## src/hw/rtl/ttsp_pkg.sv

```systemverilog
`timescale 1ns / 1ps
// ----------------------------------------------------------------------------
// ttsp_pkg
// Shared types and constants of the transposition table store and probe block.
// ----------------------------------------------------------------------------
package ttsp_pkg;

  localparam int TABLE_ENTRIES = 65536;
  localparam int IDX_W         = $clog2(TABLE_ENTRIES);
  localparam int MAX_DEPTH     = 64;
  localparam int DEPTH_W       = 6;
  localparam int CFG_IDX_W     = 4;
  localparam int CFG_DATA_W    = 16;

  localparam logic signed [15:0] SCORE_LIM      = 16'sd32767;
  localparam logic [14:0]        MATE_THR_RESET = 15'd29000;

  typedef enum logic [1:0] {
    OP_STORE      = 2'd0,
    OP_PROBE      = 2'd1,
    OP_PROBE_MOVE = 2'd2,
    OP_CLEAR      = 2'd3
  } op_t;

  localparam logic [1:0] BOUND_UPPER = 2'd0;
  localparam logic [1:0] BOUND_LOWER = 2'd1;
  localparam logic [1:0] BOUND_EXACT = 2'd2;

  localparam logic [CFG_IDX_W-1:0] CFG_CURRENT_AGE    = CFG_IDX_W'(0);
  localparam logic [CFG_IDX_W-1:0] CFG_MATE_THRESHOLD = CFG_IDX_W'(1);

  typedef struct packed {
    logic [1:0]          op;
    logic [63:0]         pos_key;
    logic [24:0]         move_in;
    logic signed [15:0]  score_in;
    logic [1:0]          bound_kind;
    logic [DEPTH_W-1:0]  search_depth;
    logic [5:0]          ply;
    logic signed [15:0]  alpha;
    logic signed [15:0]  beta;
  } ttsp_req_t;

  typedef struct packed {
    logic                key_matched;
    logic                cutoff;
    logic [24:0]         move_out;
    logic signed [15:0]  score_out;
    logic                was_stored;
    logic [31:0]         probe_hits;
    logic [31:0]         new_writes;
  } ttsp_rsp_t;

  typedef struct packed {
    logic [63:0]         key;
    logic [24:0]         move;
    logic signed [15:0]  score;
    logic [DEPTH_W-1:0]  depth;
    logic [1:0]          bound;
    logic [7:0]          age;
  } ttsp_slot_t;

  typedef struct packed {
    logic load;
    logic eval;
    logic sweep;
  } ttsp_cmd_t;

  typedef struct packed {
    logic req_clear;
    logic sweep_last;
    logic out_stall;
  } ttsp_sts_t;

endpackage

```

## src/hw/rtl/ttsp_ctrl.sv

```systemverilog
`timescale 1ns / 1ps
// ----------------------------------------------------------------------------
// ttsp_ctrl
// Sequencer: table sweep after reset and on clear, item accept, evaluation.
// ----------------------------------------------------------------------------
module ttsp_ctrl import ttsp_pkg::*; (
  input  logic      clk,
  input  logic      rst,
  input  logic      req_valid,
  output logic      req_ready,
  input  ttsp_sts_t sts,
  output ttsp_cmd_t cmd
);

  typedef enum logic [1:0] {
    ST_INIT,
    ST_IDLE,
    ST_EVAL,
    ST_CLEAR
  } state_t;

  state_t state;
  state_t state_next;

  always_comb begin
    state_next = state;
    cmd        = '0;
    req_ready  = 1'b0;
    case (state)
      ST_INIT: begin
        cmd.sweep = 1'b1;
        if (sts.sweep_last) begin
          state_next = ST_IDLE;
        end
      end
      ST_IDLE: begin
        req_ready = 1'b1;
        if (req_valid) begin
          cmd.load   = 1'b1;
          state_next = sts.req_clear ? ST_CLEAR : ST_EVAL;
        end
      end
      ST_CLEAR: begin
        cmd.sweep = 1'b1;
        if (sts.sweep_last) begin
          state_next = ST_EVAL;
        end
      end
      ST_EVAL: begin
        if (!sts.out_stall) begin
          cmd.eval   = 1'b1;
          state_next = ST_IDLE;
        end
      end
      default: begin
        state_next = ST_INIT;
      end
    endcase
  end

  always_ff @(posedge clk) begin
    if (rst) begin
      state <= ST_INIT;
    end else begin
      state <= state_next;
    end
  end

endmodule

```

## config.mk

```make
export PLATFORM = sky130hd
export DESIGN_NAME = ttsp_ctrl
export DESIGN_NICKNAME = d
export VERILOG_FILES = /design/src/hw/rtl/ttsp_pkg.sv /design/src/hw/rtl/ttsp_ctrl.sv
export SDC_FILE = /design/constraint.sdc
export NUM_CORES = 1
export LEC_CHECK = 0
export BUFFER_PORTS_ARGS = -buffer_cell sky130_fd_sc_hd__clkbuf_2
export CORE_AREA = 2 2 39 41
export DETAILED_ROUTE_END_ITERATION = 10
export DIE_AREA = 0 0 41 43
export SYNTH_ARGS = -nofsm -noshare
export SYNTH_HDL_FRONTEND = slang
export SYNTH_SLANG_ARGS = --single-unit
```

## constraint.sdc

```tcl
create_clock -name clk -period 1.3 [get_ports clk]
set_input_delay 0.13 -clock clk [delete_from_list [all_inputs] [get_ports clk]]
set_output_delay 0.13 -clock clk [all_outputs]
set_load 0.1 [all_outputs]
```

Word-level counts from Yosys, hierarchy flattened
Cells that the tools add are included.
{"block": "word_totals", "ff_bits": 2, "out_inout_bits": 4, "wordCells": 23, "in_bits": 6}
{"block": "op_classes", "eq_ne": 7, "mux": 12, "reduce_logical": 3}
{"cell": "2-bit 2-to-1 mux", "count": 4}
{"cell": "2-bit != test, second input constant", "count": 4}
{"cell": "2-bit case mux with 4 select lines", "count": 1}
{"cell": "1-bit 2-to-1 mux", "count": 7}
{"cell": "2-bit equality test, second input constant", "count": 2}
{"cell": "4-bit AND reduction", "count": 1}
{"cell": "2-bit by 1-bit equality test with 1-bit output, second input constant", "count": 1}
{"cell": "2-bit logical NOT", "count": 1}
{"cell": "2-bit OR reduction", "count": 1}

Longest topological paths before layout
{"block": "depth", "depth_word": 3, "ltp_mapped": 5, "mapped_depth_nobuf": 5}

Worst setup path after synthesis
Ideal clock, no wire load.
{"block": "synth_path", "path_kind": "reg-to-output", "from": "reg state[0]", "to": "out cmd[1] in the netlist's numbering", "arrival_time_ns": 1.897, "t_required_ns": 1.170, "n_path_buf": 0, "setup_slack_ns": -0.727, "stages_incl_launch_ff": 4, "cell_sequence": "dfxtp_1 > inv_1 > ha_1 > nor2b_1"}
{"item": "start, declared", "line": "ttsp_ctrl.sv:22", "source": "state_t state;"}
{"item": "start signal, assigned", "line": "ttsp_ctrl.sv:65", "source": "state <= state_next;"}
{"item": "end, declared", "line": "ttsp_ctrl.sv:12", "source": "output ttsp_cmd_t cmd"}

==> results.toml <==
[worst_hold_path]
hold_class = "primary input to flip-flop"
min_from = "rst"

[worst_setup_path]
worstSetupStartpoint = "state[0]"
cp_data_required_time_ps = 1170
slowest_delay_ps = 370
endpoint_kind = "output pin"
crit-reg2reg-launch = "state[1]"
cp-start-kind = "flip-flop"
crit_fanout = 4
path_class = "flip-flop to output pin"
critPathSlowestCell = "dfxtp_4"
path_cells = "inv_4 -> ha_4 -> clkinvlp_4 -> buf_12"
arrival_ps = 1160

[route]
first_pass_iters = 4
totalWireLength_um = 452
antenna_left = 0
routedWlPerCell_um = 8.69
drc = 0
via_per_inst = 3.77
drtIter0Drc = 3
num_vias = 196

[synth]
syn-mean-instance-area_um2 = 9.59
synthTopCellsByCount = "ha_1 (4), inv_1 (3), a211oi_2 (2), a31oi_1 (2), dfxtp_1 (2)"
synth_edf_count = 0
postSynth.asyncResetShare = 0
synth_top_family_by_area = "compound AO/OA/AOI/OAI gates"
synth.most_common_cell = "ha_1"
synthXorXnorAreaFrac = 0
synth_top_cell_by_area = "ha_1"
ys_seq_area_frac = 0.199
synth_cells = 21
synth_fp_nets = 31
synth_compound_area_frac = 0.304
synth_cell_types = 13
synth_fa_ha_area_frac = 0.248
synth_area_um2 = 201
synth.mux.area_fraction = 0
synth_top_area_frac = 0.248
synthSimpleGateAreaFrac = 0.193
synth-seq-cells = 2
yosys-top-cells-area = "ha_1 (25%), dfxtp_1 (20%), a211oi_2 (12%)"
yosysWarnings = 0
synth_ff_type = "dfxtp_1"

[finish]
largest_register_ffs = 2
largestRegisters = "state: 2 flops"
fin_nets = 48
diodes = 0
finalInstanceArea_um2 = 440
syn_to_final_growth_pct = 119
regMostFlops = "state"
fillers = 146
layout-drive-gt1-share = 0.833

[clock_tree]
cts_tree = "done"
clock-root-buffer = "clkbuf_4"
numCtsBuffers = 3
cts_buffer_depth = 2
cts.sinks = 2
clk_pin_slew_ps = 30
insertion_delay_ps = 230
htree_levels = 1

[sta]
fin_crit_ps = 1290
slew_headroom = 0.857
setup_violations = 0
worst_pin_slew_ps = 214
slew_violations = 0
grt_setup_unrepaired = "true"
max_freq_ghz = 0.774
finClkSkew_ps = 3.81
hold_viol = 0
layout_worst_path_cycle_share = 0.993
setup_tns_ps = 0

[global_routing]
grt_overflow = 0
antenna_found_initial = 0
grt_start_max_net_pins = 6
track_usage = 0.0791
grt_pass1_vias = 212
grt_pass1_wl_um = 876

[floorplan]
core-area_um2 = 1380
die_height_um = 43
initial_utilization = 0.146
die_x_um = 41
rows = 14
dieArea_um2 = 1760
num_io_pins = 10

[outcome]
status = "finished, final reports clean"

[placement]
gp_congestion = 0.701
portBuffers = 9
hpwl_um = 356
place_area_um2 = 368

[job]
cap_violations = 0
[path summary, 6_finish.rpt]
path                   end  slack, ps  cells past startpoint
setup / recovery    cmd[0]          9                      4
hold / removal    state[1]         80                      2
setup reg to reg  state[0]         90                      6
hold reg to reg   state[0]        660                      2
[cell type report]
cell class                 instances  area [um^2]  share of cell area
multi-input combinational         16          204               0.463
timing repair buffer              12          131               0.298
sequential                         2         45.0               0.102
tap                               16         20.0              0.0455
clock buffer                       3         22.5              0.0511
inverter                           3         17.5              0.0398
[kinds of logic after synthesis]
family	count (synthesis)
flops	2
fa+ha+maj	4
buf+inv	3
compound gates	6
simple gates	6
[worst max-delay path, delay by kind of cell, from the launching register on]
| family | cells | cell delay [ps] |
|---|---|---|
| fa+ha+maj | 1 | 270 |
| buf+inv | 3 | 290 |
| flops | 1 | 370 |
[cell usage in the layout (no fill, tap or decap)]
master      n
nand2_1     1
buf_12      4
nor2b_4     1
ha_1        1
buf_6       1
nor2_1      1
inv_2       1
a211oi_2    2
clkbuf_4    3
o21bai_4    1
buf_4       2
a31oi_1     2
clkinvlp_4  1
dfxtp_4     1
ha_4        3
a21oi_1     1
dfxtp_2     1
inv_4       1
nand2b_4    1
clkbuf_2    5
and2_4      1
and3_4      1
[routing by layer]
layer | share of wire | vias up | GRT usage | wire length, um
met1 | 0.42 | 82 | 0.0892 | 189
met2 | 0.48 | 7 | 0.103 | 217
li1 | - | 105 | - | -
met4 | 0.024 | 0 | 0.0800 | 11
met3 | 0.075 | 2 | 0.0314 | 34
met5 | 0 | - | 0 | 0
[what timing repair did]
action	in CTS	in global routing
setup endpoints to repair	2	4
pin swaps	0	2
cloned	0	0
setup buffers	0	2
hold buffers	0	0
resized for setup	7	2
[per-stage QoR]
stage | util | setup WS [ps] | cells | hold slack, ps
floorplan | - | -8.08 | 21 | 187
global placement | 0.266 | 86.8 | 47 | 312
detailed placement | 0.266 | 75.7 | 47 | 321
CTS | 0.297 | -1.85 | 50 | 80.2
global route | 0.318 | -31.2 | 52 | 85.1
finish | 0.318 | 8.55 | 52 | 84.7
Power is left out: the tool's default activity adds up to more than one toggle a clock period on the data nets, which glitch-free logic cannot reach.
